--- src/design/pee_pkg.sv ---
// Shared types, constants and command structs for the postfix expression evaluator.
package pee_pkg;

  localparam int STACK_DEPTH = 16;
  localparam int VALUE_WIDTH = 32;
  localparam int CNT_W       = $clog2(STACK_DEPTH + 1);
  localparam int PTR_W       = $clog2(STACK_DEPTH);
  localparam int DCNT_W      = $clog2(VALUE_WIDTH + 1);
  localparam int STATUS_W    = 3;
  localparam int OUT_DATA_W  = ((VALUE_WIDTH + STATUS_W + 7) / 8) * 8;

  localparam logic [7:0] CH_0     = 8'h30;
  localparam logic [7:0] CH_9     = 8'h39;
  localparam logic [7:0] CH_PLUS  = 8'h2b;
  localparam logic [7:0] CH_MINUS = 8'h2d;
  localparam logic [7:0] CH_STAR  = 8'h2a;
  localparam logic [7:0] CH_SLASH = 8'h2f;
  localparam logic [7:0] CH_PCT   = 8'h25;
  localparam logic [7:0] CH_CARET = 8'h5e;

  typedef enum logic [STATUS_W-1:0] {
    ST_OK      = 3'd0,
    ST_UNDER   = 3'd1,
    ST_OVER    = 3'd2,
    ST_INVALID = 3'd3,
    ST_DIVZERO = 3'd4
  } status_t;

  typedef enum logic [2:0] {
    OP_ADD = 3'd0,
    OP_SUB = 3'd1,
    OP_MUL = 3'd2,
    OP_DIV = 3'd3,
    OP_MOD = 3'd4,
    OP_POW = 3'd5
  } alu_op_t;

  typedef struct packed {
    logic             we;
    logic             wsel_alu;
    logic [PTR_W-1:0] waddr;
    logic [3:0]       digit;
    logic             re;
    logic [PTR_W-1:0] raddr;
  } stk_cmd_t;

  typedef struct packed {
    logic    load_b;
    logic    start;
    alu_op_t op;
  } alu_cmd_t;

  typedef struct packed {
    logic busy;
    logic done;
    logic divzero;
  } alu_sts_t;

endpackage

--- src/design/postfix_expression_evaluator.sv ---
// Postfix expression evaluator top level: controller, operand stack and arithmetic unit.
// One character word at a time; a new word is taken only once the previous one is done.
// Division and remainder work one quotient bit per cycle, save for a zero divisor; ^ takes
// a multiply and a squaring step per exponent bit up to its highest set bit, save for a
// negative exponent. A last word also passes through the result emit state.
// Synchronous active-low reset empties the stack and clears the error and output valid.
module postfix_expression_evaluator (
  input  logic                           clk,
  input  logic                           rst_n,
  input  logic                           in_tvalid,
  output logic                           in_tready,
  input  logic [7:0]                     in_tdata,   // [7:0] token
  input  logic                           in_tlast,
  output logic                           out_tvalid,
  input  logic                           out_tready,
  output logic [pee_pkg::OUT_DATA_W-1:0] out_tdata   // [31:0] value, [34:32] status
);

  pee_pkg::stk_cmd_t               stk_cmd;
  pee_pkg::alu_cmd_t               alu_cmd;
  pee_pkg::alu_sts_t               alu_sts;
  logic [pee_pkg::VALUE_WIDTH-1:0] rdata;
  logic [pee_pkg::VALUE_WIDTH-1:0] alu_res;
  logic [pee_pkg::VALUE_WIDTH-1:0] out_value;
  logic [pee_pkg::STATUS_W-1:0]    out_status;

  assign out_tdata = pee_pkg::OUT_DATA_W'({out_status, out_value});

  pee_ctrl u_ctrl (
    .clk        (clk),
    .rst_n      (rst_n),
    .in_tvalid  (in_tvalid),
    .in_tready  (in_tready),
    .in_token   (in_tdata),
    .in_last    (in_tlast),
    .out_tvalid (out_tvalid),
    .out_tready (out_tready),
    .out_value  (out_value),
    .out_status (out_status),
    .stk_cmd    (stk_cmd),
    .rdata      (rdata),
    .alu_cmd    (alu_cmd),
    .alu_sts    (alu_sts)
  );

  pee_stack u_stack (
    .clk     (clk),
    .cmd     (stk_cmd),
    .alu_res (alu_res),
    .rdata   (rdata)
  );

  pee_alu u_alu (
    .clk   (clk),
    .rst_n (rst_n),
    .cmd   (alu_cmd),
    .opnd  (rdata),
    .sts   (alu_sts),
    .res   (alu_res)
  );

  a_busy_after_accept: assert property (@(posedge clk) disable iff (!rst_n)
    in_tvalid && in_tready |=> !in_tready)
    else $error("input taken while previous word still in work");

  a_start_when_free: assert property (@(posedge clk) disable iff (!rst_n)
    alu_cmd.start |-> !alu_sts.busy)
    else $error("arithmetic unit started while busy");

  a_writeback_on_done: assert property (@(posedge clk) disable iff (!rst_n)
    stk_cmd.we && stk_cmd.wsel_alu |-> alu_sts.done)
    else $error("stack written with an unfinished result");

  a_result_from_work: assert property (@(posedge clk) disable iff (!rst_n)
    $rose(out_tvalid) |-> $past(!in_tready))
    else $error("result appeared without a word in work");

endmodule

--- src/design/pee_stack.sv ---
// Operand stack memory with one write port and one registered read port.
module pee_stack (
  input  logic                            clk,
  input  pee_pkg::stk_cmd_t               cmd,
  input  logic [pee_pkg::VALUE_WIDTH-1:0] alu_res,
  output logic [pee_pkg::VALUE_WIDTH-1:0] rdata
);

  logic [pee_pkg::VALUE_WIDTH-1:0] mem [pee_pkg::STACK_DEPTH];
  logic [pee_pkg::VALUE_WIDTH-1:0] wdata;
  logic [pee_pkg::VALUE_WIDTH-1:0] rdata_r;

  assign wdata = cmd.wsel_alu ? alu_res : pee_pkg::VALUE_WIDTH'(cmd.digit);
  assign rdata = rdata_r;

  always_ff @(posedge clk) begin
    if (cmd.we) begin
      mem[cmd.waddr] <= wdata;
    end
    if (cmd.re) begin
      rdata_r <= mem[cmd.raddr];
    end
  end

endmodule

--- src/design/pee_alu.sv ---
// Arithmetic unit: add, subtract, multiply, bit-serial divide and remainder, and iterative power.
module pee_alu (
  input  logic                            clk,
  input  logic                            rst_n,
  input  pee_pkg::alu_cmd_t               cmd,
  input  logic [pee_pkg::VALUE_WIDTH-1:0] opnd,
  output pee_pkg::alu_sts_t               sts,
  output logic [pee_pkg::VALUE_WIDTH-1:0] res
);

  localparam int W = pee_pkg::VALUE_WIDTH;

  typedef enum logic [3:0] {
    A_IDLE = 4'b0001,
    A_MUL  = 4'b0010,
    A_DIV  = 4'b0100,
    A_POW  = 4'b1000
  } alu_state_t;

  alu_state_t st_r, st_nxt;
  logic       done_r, done_nxt;

  logic [W-1:0]              b_r, b_nxt;
  logic [W-1:0]              acc_r, acc_nxt;
  logic [W-1:0]              sq_r, sq_nxt;
  logic [W-1:0]              q_r, q_nxt;
  logic [W-1:0]              rem_r, rem_nxt;
  logic [pee_pkg::DCNT_W-1:0] cnt_r, cnt_nxt;
  logic                      negq_r, negq_nxt;
  logic                      negr_r, negr_nxt;
  logic                      mod_r, mod_nxt;
  logic                      phase_r, phase_nxt;
  logic [W-1:0]              res_r, res_nxt;
  logic                      dz_r, dz_nxt;

  logic [W-1:0] mag_a, mag_b, mul_x, prod;
  logic [W:0]   trial;
  logic         ge;
  logic [W-1:0] rem_new, q_new;

  assign mag_a   = opnd[W-1] ? (~opnd + 1'b1) : opnd;
  assign mag_b   = b_r[W-1] ? (~b_r + 1'b1) : b_r;
  assign mul_x   = ((st_r == A_POW) && phase_r) ? sq_r : acc_r;
  assign prod    = mul_x * sq_r;
  assign trial   = {rem_r, q_r[W-1]};
  assign ge      = trial >= {1'b0, b_r};
  assign rem_new = ge ? W'(trial - {1'b0, b_r}) : trial[W-1:0];
  assign q_new   = {q_r[W-2:0], ge};

  assign sts.busy    = (st_r != A_IDLE);
  assign sts.done    = done_r;
  assign sts.divzero = dz_r;
  assign res         = res_r;

  always_comb begin
    st_nxt    = st_r;
    done_nxt  = 1'b0;
    b_nxt     = b_r;
    acc_nxt   = acc_r;
    sq_nxt    = sq_r;
    q_nxt     = q_r;
    rem_nxt   = rem_r;
    cnt_nxt   = cnt_r;
    negq_nxt  = negq_r;
    negr_nxt  = negr_r;
    mod_nxt   = mod_r;
    phase_nxt = phase_r;
    res_nxt   = res_r;
    dz_nxt    = dz_r;
    if (cmd.load_b) begin
      b_nxt = opnd;
    end
    case (st_r)
      A_IDLE: begin
        if (cmd.start) begin
          dz_nxt = 1'b0;
          case (cmd.op)
            pee_pkg::OP_ADD: begin
              res_nxt  = opnd + b_r;
              done_nxt = 1'b1;
            end
            pee_pkg::OP_SUB: begin
              res_nxt  = opnd - b_r;
              done_nxt = 1'b1;
            end
            pee_pkg::OP_MUL: begin
              acc_nxt = opnd;
              sq_nxt  = b_r;
              st_nxt  = A_MUL;
            end
            pee_pkg::OP_DIV, pee_pkg::OP_MOD: begin
              if (b_r == '0) begin
                res_nxt  = '0;
                dz_nxt   = 1'b1;
                done_nxt = 1'b1;
              end else begin
                q_nxt    = mag_a;
                b_nxt    = mag_b;
                rem_nxt  = '0;
                cnt_nxt  = pee_pkg::DCNT_W'(W);
                negq_nxt = opnd[W-1] ^ b_r[W-1];
                negr_nxt = opnd[W-1];
                mod_nxt  = (cmd.op == pee_pkg::OP_MOD);
                st_nxt   = A_DIV;
              end
            end
            pee_pkg::OP_POW: begin
              if (b_r[W-1]) begin
                if (opnd == W'(1)) begin
                  res_nxt = W'(1);
                end else if (opnd == '1) begin
                  res_nxt = b_r[0] ? '1 : W'(1);
                end else begin
                  res_nxt = '0;
                end
                done_nxt = 1'b1;
              end else begin
                acc_nxt   = W'(1);
                sq_nxt    = opnd;
                phase_nxt = 1'b0;
                st_nxt    = A_POW;
              end
            end
            default: begin
              res_nxt  = '0;
              done_nxt = 1'b1;
            end
          endcase
        end
      end
      A_MUL: begin
        res_nxt  = prod;
        done_nxt = 1'b1;
        st_nxt   = A_IDLE;
      end
      A_DIV: begin
        q_nxt   = q_new;
        rem_nxt = rem_new;
        cnt_nxt = cnt_r - 1'b1;
        if (cnt_r == pee_pkg::DCNT_W'(1)) begin
          if (mod_r) begin
            res_nxt = negr_r ? (~rem_new + 1'b1) : rem_new;
          end else begin
            res_nxt = negq_r ? (~q_new + 1'b1) : q_new;
          end
          done_nxt = 1'b1;
          st_nxt   = A_IDLE;
        end
      end
      A_POW: begin
        if (!phase_r) begin
          if (b_r == '0) begin
            res_nxt  = acc_r;
            done_nxt = 1'b1;
            st_nxt   = A_IDLE;
          end else begin
            if (b_r[0]) begin
              acc_nxt = prod;
            end
            phase_nxt = 1'b1;
          end
        end else begin
          sq_nxt    = prod;
          b_nxt     = b_r >> 1;
          phase_nxt = 1'b0;
        end
      end
      default: begin
        st_nxt = A_IDLE;
      end
    endcase
  end

  always_ff @(posedge clk) begin
    if (!rst_n) begin
      st_r   <= A_IDLE;
      done_r <= 1'b0;
    end else begin
      st_r   <= st_nxt;
      done_r <= done_nxt;
    end
  end

  always_ff @(posedge clk) begin
    b_r     <= b_nxt;
    acc_r   <= acc_nxt;
    sq_r    <= sq_nxt;
    q_r     <= q_nxt;
    rem_r   <= rem_nxt;
    cnt_r   <= cnt_nxt;
    negq_r  <= negq_nxt;
    negr_r  <= negr_nxt;
    mod_r   <= mod_nxt;
    phase_r <= phase_nxt;
    res_r   <= res_nxt;
    dz_r    <= dz_nxt;
  end

endmodule

--- src/design/pee_ctrl.sv ---
// Controller: token decode, stack pointer, sticky error and result register.
module pee_ctrl (
  input  logic                            clk,
  input  logic                            rst_n,
  input  logic                            in_tvalid,
  output logic                            in_tready,
  input  logic [7:0]                      in_token,
  input  logic                            in_last,
  output logic                            out_tvalid,
  input  logic                            out_tready,
  output logic [pee_pkg::VALUE_WIDTH-1:0] out_value,
  output logic [pee_pkg::STATUS_W-1:0]    out_status,
  output pee_pkg::stk_cmd_t               stk_cmd,
  input  logic [pee_pkg::VALUE_WIDTH-1:0] rdata,
  output pee_pkg::alu_cmd_t               alu_cmd,
  input  pee_pkg::alu_sts_t               alu_sts
);

  typedef enum logic [6:0] {
    S_IDLE   = 7'b0000001,
    S_DECODE = 7'b0000010,
    S_RD_L   = 7'b0000100,
    S_START  = 7'b0001000,
    S_BUSY   = 7'b0010000,
    S_END    = 7'b0100000,
    S_EMIT   = 7'b1000000
  } ctrl_state_t;

  ctrl_state_t                     st_r, st_nxt;
  logic [pee_pkg::CNT_W-1:0]       cnt_r, cnt_nxt;
  pee_pkg::status_t                err_r, err_nxt;
  logic                            out_valid_r, out_valid_nxt;
  logic [7:0]                      tok_r, tok_nxt;
  logic                            last_r, last_nxt;
  logic                            topz_r, topz_nxt;
  logic [pee_pkg::VALUE_WIDTH-1:0] out_value_r, out_value_nxt;
  pee_pkg::status_t                out_status_r, out_status_nxt;

  logic                      note_en;
  pee_pkg::status_t          note_code;
  logic                      is_digit, is_op;
  logic [7:0]                dig_full;
  logic [pee_pkg::CNT_W-1:0] cnt_m1, cnt_m2;
  logic                      emit_ok;

  function automatic pee_pkg::alu_op_t op_of(input logic [7:0] t);
    pee_pkg::alu_op_t o;
    case (t)
      pee_pkg::CH_PLUS:  o = pee_pkg::OP_ADD;
      pee_pkg::CH_MINUS: o = pee_pkg::OP_SUB;
      pee_pkg::CH_STAR:  o = pee_pkg::OP_MUL;
      pee_pkg::CH_SLASH: o = pee_pkg::OP_DIV;
      pee_pkg::CH_PCT:   o = pee_pkg::OP_MOD;
      default:           o = pee_pkg::OP_POW;
    endcase
    return o;
  endfunction

  assign is_digit = (tok_r >= pee_pkg::CH_0) && (tok_r <= pee_pkg::CH_9);
  assign is_op    = (tok_r == pee_pkg::CH_PLUS) || (tok_r == pee_pkg::CH_MINUS) ||
                    (tok_r == pee_pkg::CH_STAR) || (tok_r == pee_pkg::CH_SLASH) ||
                    (tok_r == pee_pkg::CH_PCT)  || (tok_r == pee_pkg::CH_CARET);
  assign dig_full = tok_r - pee_pkg::CH_0;
  assign cnt_m1   = cnt_r - 1'b1;
  assign cnt_m2   = cnt_r - 2'd2;
  assign emit_ok  = !out_valid_r || out_tready;

  assign in_tready  = (st_r == S_IDLE);
  assign out_tvalid = out_valid_r;
  assign out_value  = out_value_r;
  assign out_status = out_status_r;

  always_comb begin
    st_nxt         = st_r;
    cnt_nxt        = cnt_r;
    err_nxt        = err_r;
    tok_nxt        = tok_r;
    last_nxt       = last_r;
    topz_nxt       = topz_r;
    out_value_nxt  = out_value_r;
    out_status_nxt = out_status_r;
    out_valid_nxt  = out_valid_r && !out_tready;
    note_en        = 1'b0;
    note_code      = pee_pkg::ST_OK;
    stk_cmd        = '0;
    alu_cmd        = '0;
    alu_cmd.op     = op_of(tok_r);
    case (st_r)
      S_IDLE: begin
        if (in_tvalid) begin
          tok_nxt  = in_token;
          last_nxt = in_last;
          st_nxt   = S_DECODE;
        end
      end
      S_DECODE: begin
        st_nxt = S_END;
        if (is_digit) begin
          if (cnt_r >= pee_pkg::CNT_W'(pee_pkg::STACK_DEPTH)) begin
            note_en   = 1'b1;
            note_code = pee_pkg::ST_OVER;
          end else begin
            stk_cmd.we    = 1'b1;
            stk_cmd.waddr = cnt_r[pee_pkg::PTR_W-1:0];
            stk_cmd.digit = dig_full[3:0];
            cnt_nxt       = cnt_r + 1'b1;
          end
        end else if (is_op) begin
          if (cnt_r < pee_pkg::CNT_W'(2)) begin
            note_en   = 1'b1;
            note_code = pee_pkg::ST_UNDER;
          end else begin
            stk_cmd.re    = 1'b1;
            stk_cmd.raddr = cnt_m1[pee_pkg::PTR_W-1:0];
            st_nxt        = S_RD_L;
          end
        end else begin
          note_en   = 1'b1;
          note_code = pee_pkg::ST_INVALID;
        end
      end
      S_RD_L: begin
        alu_cmd.load_b = 1'b1;
        stk_cmd.re     = 1'b1;
        stk_cmd.raddr  = cnt_m2[pee_pkg::PTR_W-1:0];
        st_nxt         = S_START;
      end
      S_START: begin
        alu_cmd.start = 1'b1;
        st_nxt        = S_BUSY;
      end
      S_BUSY: begin
        if (alu_sts.done) begin
          stk_cmd.we       = 1'b1;
          stk_cmd.wsel_alu = 1'b1;
          stk_cmd.waddr    = cnt_m2[pee_pkg::PTR_W-1:0];
          cnt_nxt          = cnt_m1;
          if (alu_sts.divzero) begin
            note_en   = 1'b1;
            note_code = pee_pkg::ST_DIVZERO;
          end
          st_nxt = S_END;
        end
      end
      S_END: begin
        if (!last_r) begin
          st_nxt = S_IDLE;
        end else if (cnt_r == '0) begin
          note_en   = 1'b1;
          note_code = pee_pkg::ST_UNDER;
          topz_nxt  = 1'b1;
          st_nxt    = S_EMIT;
        end else begin
          stk_cmd.re    = 1'b1;
          stk_cmd.raddr = cnt_m1[pee_pkg::PTR_W-1:0];
          topz_nxt      = 1'b0;
          st_nxt        = S_EMIT;
        end
      end
      S_EMIT: begin
        if (emit_ok) begin
          out_value_nxt  = topz_r ? '0 : rdata;
          out_status_nxt = err_r;
          out_valid_nxt  = 1'b1;
          cnt_nxt        = '0;
          err_nxt        = pee_pkg::ST_OK;
          st_nxt         = S_IDLE;
        end
      end
      default: begin
        st_nxt = S_IDLE;
      end
    endcase
    if (note_en && (err_r == pee_pkg::ST_OK)) begin
      err_nxt = note_code;
    end
  end

  always_ff @(posedge clk) begin
    if (!rst_n) begin
      st_r        <= S_IDLE;
      cnt_r       <= '0;
      err_r       <= pee_pkg::ST_OK;
      out_valid_r <= 1'b0;
    end else begin
      st_r        <= st_nxt;
      cnt_r       <= cnt_nxt;
      err_r       <= err_nxt;
      out_valid_r <= out_valid_nxt;
    end
  end

  always_ff @(posedge clk) begin
    tok_r        <= tok_nxt;
    last_r       <= last_nxt;
    topz_r       <= topz_nxt;
    out_value_r  <= out_value_nxt;
    out_status_r <= out_status_nxt;
  end

endmodule
--- config.mk ---
export PLATFORM = sky130hd
export DESIGN_NAME = postfix_expression_evaluator
export DESIGN_NICKNAME = d
export VERILOG_FILES = /design/src/design/pee_pkg.sv /design/src/design/postfix_expression_evaluator.sv /design/src/design/pee_stack.sv /design/src/design/pee_alu.sv /design/src/design/pee_ctrl.sv
export SDC_FILE = /design/constraint.sdc
export NUM_CORES = 2
export LEC_CHECK = 0
export ABC_AREA = 1
export BUFFER_PORTS_ARGS = -buffer_cell sky130_fd_sc_hd__buf_2
export CAP_MARGIN = 20
export CELL_PAD_IN_SITES_DETAIL_PLACEMENT = 1
export CELL_PAD_IN_SITES_GLOBAL_PLACEMENT = 1
export CORE_MARGIN = 10
export CORE_UTILIZATION = 50
export DETAILED_ROUTE_END_ITERATION = 10
export GPL_ROUTABILITY_DRIVEN = 0
export PLACE_DENSITY = 0.91
export SKIP_CTS_REPAIR_TIMING = 1
export SYNTH_ARGS = -nofsm -noshare
export SYNTH_HDL_FRONTEND = slang
export SYNTH_SLANG_ARGS = --single-unit
--- constraint.sdc ---
create_clock -name clk -period 8.75 [get_ports clk]
set_clock_uncertainty 0.1 [all_clocks]
set_input_delay 1.75 -clock clk [delete_from_list [all_inputs] [get_ports clk]]
set_output_delay 1.75 -clock clk [all_outputs]
set_load 0.02 [all_outputs]
# After elaboration in Yosys (flattened, before gate mapping)
# Memories as Yosys holds them, arrays and structs flattened. A register that Yosys moved wholly into a read port is not among the register bits.
# Index checks and enable logic that the tools add are counted.
# op_classes
add_sub_neg,12
multipliers,1
order_cmp,5
eq_ne,49
n_mux,126
bitwise_logic,6
n_reduce_logical,37
# ops
cell,n
32-bit 2-to-1 mux,36
32-bit case mux with 2 select lines,7
32-bit case mux with 5 select lines,1
"32-bit by 1-bit adder with 32-bit output, second input constant",4
32-bit inverter,4
32-bit case mux with 4 select lines,1
32-bit subtractor,2
7-bit case mux with 7 select lines,1
5-bit 2-to-1 mux,9
7-bit 2-to-1 mux,6
"8-bit by 6-bit == test with 1-bit output, second input constant",5
33-bit by 32-bit greater-or-equal comparator with 1-bit output,1
32-bit adder,1
"32-bit by 1-bit == test with 1-bit output, second input constant",1
"32-bit == test, second input constant",1
32-bit zero test,1
32-bit by 32-bit multiplier with 32-bit output,1
6-bit 2-to-1 mux,5
5-bit case mux with 3 select lines,2
1-bit 2-to-1 mux,29
4-bit 2-to-1 mux,7
3-bit 2-to-1 mux,8
4-bit case mux with 3 select lines,2
"2-bit inequality test, second input constant",11
other kinds (56),90
# totals
register_bits,269
ramBits,512
input_bits,13
output_inout_bits,42
elab_cells,261
n_memories,1
# memory_table
name,depth,word_bits,read_ports,rd_clocked_by_memory_dff,write_ports,line_no,rtl
u_stack.mem,16,32,1,1,1,pee_stack.sv:9,logic [pee_pkg::VALUE_WIDTH-1:0] mem [pee_pkg::STACK_DEPTH];

# Depth between registers and ports, before layout
# logic_depth
depth_word,12
mapped_depth,41

# Cells and area by module
# Synthesis repeated with hierarchy kept, for this count alone.
# unflattened
cells_unflattened,7531
hier_area_um2,62027.0
# by_module_without_submodules
module,n_inst,cells_per_inst,area_each_um2,seq_area_each_um2
pee_alu,1,5011,35709.2,6185.9
pee_stack,1,2183,23328.6,16335.7
pee_ctrl,1,331,2947.8,1671.6
postfix_expression_evaluator,1,6,41.3,0.0

# Worst setup path after synthesis
# OpenSTA, ideal clock, no wires.
# synth_path
path_kind,reg-to-reg
from,reg u_alu.st_r[3]
to,reg u_alu.res_r[28] (netlist: u_alu.res[28]) (data pin)
setup_ps,262
arrival_ps,7306
required_ps,8388
slack_ps,1082
stages_incl_launch_ff,33
synth_period_minus_slack_ps,7668
cell_sequence,dfxtp_1 inv_1 nor2_2 nand3_2 buf_2 buf_4 nand2_1 inv_1 a21oi_1 clkbuf_1 inv_1 buf_1 nor2_1 fa_1 fa_1 inv_1 fa_1 inv_1 fa_1 fa_1 fa_1 fa_1 fa_1 ha_1 a21oi_1 inv_1 a31oi_1 inv_1 a211oi_1 o211ai_1 or2_2 a311oi_1 a21oi_1
# synth_via
elab_chain_len,5
elab_cells_between_ends,8
cone_classes,mul: 1; eq/ne: 4; mux: 2; reduce/logical: 1
# synth_rtl
item,line_no,rtl
start: declaration,pee_alu.sv:20,"alu_state_t st_r, st_nxt;"
start signal: assignment,pee_alu.sv:179,st_r <= st_nxt;
4-bit == test,"pee_alu.sv:43, pee_alu.sv:73",
1-bit logical AND,pee_alu.sv:43,assign mul_x = ((st_r == A_POW) && phase_r) ? sq_r : acc_r;
32-bit 2-to-1 mux,pee_alu.sv:43,
32-bit by 32-bit multiplier with 32-bit output,pee_alu.sv:44,assign prod = mul_x * sq_r;
32-bit case mux with 4 select lines *,pee_alu.sv:73,case (st_r)
named net u_alu.res_nxt[28],pee_alu.sv:33,"logic [W-1:0] res_r, res_nxt;"
end signal: assignment,pee_alu.sv:195,res_r <= res_nxt;
end: declaration,pee_alu.sv:33,
# Mark *: on every way through the listed nets, which the timed path passes. The rest lies on a longest branch.
# A chain may end at the register's enable or synchronous reset.

# Worst setup path after layout
# layout_path
from,reg u_alu.st_r[3]
to,reg u_alu.acc_r[31] (data pin)
# layout_via
elab_chain_len,8
elab_cells_between_ends,9
cone_classes,mul: 1; eq/ne: 2; mux: 5; reduce/logical: 1
# layout_rtl
item,line_no,rtl
4-bit == test,"pee_alu.sv:43, pee_alu.sv:73",
1-bit logical AND,pee_alu.sv:43,
32-bit 2-to-1 mux,pee_alu.sv:43,
32-bit by 32-bit multiplier with 32-bit output,pee_alu.sv:44,
32-bit 2-to-1 mux,pee_alu.sv:157,if (b_r[0]) begin
32-bit 2-to-1 mux,pee_alu.sv:152,if (b_r == '0) begin
32-bit 2-to-1 mux,pee_alu.sv:151,if (!phase_r) begin
32-bit case mux with 2 select lines *,pee_alu.sv:73,
named net u_alu.acc_nxt[31],pee_alu.sv:24,"logic [W-1:0] acc_r, acc_nxt;"
end signal: assignment,pee_alu.sv:186,acc_r <= acc_nxt;
end: declaration,pee_alu.sv:24,
# Mark *: on every way through the listed nets, which the timed path passes. The rest lies on a longest branch. The select of a mux whose other input is x is not followed.

==> qor.yml <==
final.min_clock_period_ns: 9.184
cp.required_ns: 9.09
netlist_area_um2: 59050
clock_latency_ns: 0.75
avgSynthCellArea_um2: 8.678
syn_inst: 6805
final-max-slew-violation-count: 0
grt_max_degree: 118
track_usage_pct: 37.08
fp-row-count: 126
worst_pin_slew_ns: 1.259
fp.dieW_um: 363.7
crit_slowest_cell: "fa_1"
maxSlewHeadroom_pct: 14.93
cts_inserted_buffers: 87
grt_pass1_wl_mm: 367.7
synth_seq_cells: 813
synthTopCellsByCount: "nand2_1, inv_1, edfxtp_1"
dieArea_um2: 132200
io_pins: 55
path_buf_inv: 4
h-tree-depth: 3
synth_area_leaders: "edfxtp_1, fa_1, nand2_1, inv_1, nor2_1"
drcViolationCount: 0
criticalPathCategory: "flip-flop to flip-flop"
dp_slack_ns: 0.01681
crit_fanout: 11
nets: 7442
clockRootBuffer: "clkbuf_16"
worstSetupStartpointType: "flip-flop"
start_util_pct: 50.21
regArea_um2: 24190
async_reset_ff_share_pct: 0
status: "finished with violations"
drive_gt1_share_pct: 7.343
cp-startpoint: "u_alu.st_r[3]"
synthToLayoutAreaGrowth_pct: 9.102
critPathTopFamily: "adder cells"
nFillCells: 13670
avgRoutedWirePerCell_um: 31.10
r2r_start: "u_alu.st_r[3]"
postRouteAntennaNets: 0
fin_crit_sh_pct: 105.0
drt_iter0_markers: 8791
cts.sinks: 813
grt_overflow: 0
vias: 56210
timing.fmax_mhz: 108.9
numPortBuffers: 49
yosys.area.top_type: "edfxtp_1"
layout_setup_ws_ns: -0.4339
cts.path.max_buffers: 3
worst_ep_arrival_time_ns: 9.52
drt_first_pass_iters: 9
drv_cap: 0
ys_warn_count: 0
synth_most_common_cell: "nand2_1"
multiInputGateArea_um2: 30510
viasPerCell: 6.659
violations: "negative setup slack"
synth_seq_area_share_pct: 40.97
ys.flop_type: "edfxtp_1"
slowest_delay_ns: 0.61
synth_top_area_share_pct: 40.22
cpMostUsedCell: "fa_1"
fp.coreArea_um2: 117600
totalWireLength_mm: 262.5
dpl.hpwl_mm: 175.9
antenna_found_initial: 28
finalHoldViolCount: 0
die_h_um: 363.7
grt_pass1_vias: 58170
post-route-util_pct: 54.78
synth_edf_count: 791
hp-class: "flip-flop to flip-flop"
crit_path_end_kind: "flip-flop"
ys_types: 67
cts_tree: "built"
clk_pin_slew_worst_paths_ns: 0.06
hold_start: "u_ctrl.err_r[0]"
setup_viol: 16
## kinds of logic (layout without fill, tap and decap cells)
| logic type | Yosys count | count (layout) | synth area share (%) |
|---|---|---|---|
| XOR/XNOR | 106 | 106 | 1.572 |
| flip-flops | 813 | 813 | 40.97 |
| other | 1 | 19 | 0.006350 |
| buffers and inverters | 1198 | 1280 | 7.886 |
| adder cells (fa/ha/maj) | 611 | 611 | 18.16 |
| AO/OA/AOI/OAI | 1035 | 1035 | 10.14 |
| AND/OR/NAND/NOR | 3041 | 3041 | 21.27 |
## placed cells by master (no fill, tap or decap), drive strengths merged, types with 29 or more instances in the layout
cell	n
o21ai	351
a21oi	409
xor2	77
o31ai	52
nor2	736
nand4	87
o311ai	37
edfxtp	791
clkbuf	111
a31oi	34
xnor2	29
nand3b	30
ha	201
clkinv	58
inv	903
buf	198
o22ai	37
fa	410
nand3	229
nor3	76
nand2	1820
## per-stage QoR
stage	area, µm²	hold WS (ns)	instances	setup TNS [ns]
global route	64390	0.3996	8428	-3.877
finish	64430	0.3871	8441	-3.873
CTS	64070	0.3895	8402	-0.2211
global placement	61190	0.3562	8239	0
floorplan	59070	0.3309	6809	0
detailed placement	61200	0.3652	8240	0
## final timing paths
path | slack (ns) | end | cells past startpoint
worst min register to register | 0.39 | u_ctrl.out_status[0] | 0
worst min-delay path | 0.39 | u_ctrl.out_status[0] | 0
worst max-delay path | -0.43 | u_alu.acc_r[31] | 26
worst max register to register | -0.43 | u_alu.acc_r[31] | 26
## cell type report
| class | instances | share of cell area [%] |
|---|---|---|
| multi-input combinational | 4798 | 47.35 |
| sequential | 813 | 37.55 |
| inverter | 917 | 5.372 |
| clock buffer | 108 | 3.678 |
| tap | 1536 | 2.983 |
| timing repair buffer | 201 | 2.228 |
| clock inverter | 54 | 0.7846 |
| antenna | 14 | 0.05438 |
## layer usage
layer	vias up	global-route usage (%)	part of all wire, %
met5	-	0	0.083
li1	22360	-	-
met3	1780	11.66	14
met1	27100	43.06	32
met2	4941	57.72	43
met4	30	27.21	9.8
## sequential cells by signal, summed over array words and instances, names as in the netlist, 3 cells and up
signal	flops
u_alu.rem_r	32
u_ctrl.cnt_r	5
u_alu.sq_r	32
u_ctrl.err_r	3
u_alu.acc_r	32
u_ctrl.out_value	32
u_alu.b_r	32
u_stack.rdata	32
u_alu.q_r	32
u_alu.st_r	4
u_ctrl.out_status	3
u_alu.cnt_r	6
u_alu.res	32
u_stack.mem	512
u_ctrl.tok_r	8
u_ctrl.st_r	7
## worst register-to-register path, cell delays in order, from the launching register on
cell and delay, ns:
dfxtp_1 0.32, inv_1 0.18, nor2_4 0.07, nand3_4 0.13
clkinv_2 0.31, nand2_1 0.27, nand2_2 0.23, inv_1 0.44
nand2_1 0.17, fa_1 0.52, fa_1 0.57, fa_1 0.50
fa_1 0.44, inv_1 0.43, fa_1 0.56, fa_1 0.49
fa_1 0.61, fa_1 0.44, ha_1 0.39, a21oi_1 0.43
o21ai_0 0.29, nand2_1 0.14, o211ai_1 0.14, nor2_2 0.33
nand3_1 0.18, nand3_1 0.15, o31ai_1 0.10
Power is left out: the tool's default activity adds up to more than one toggle a clock period on the data nets, which glitch-free logic cannot reach.
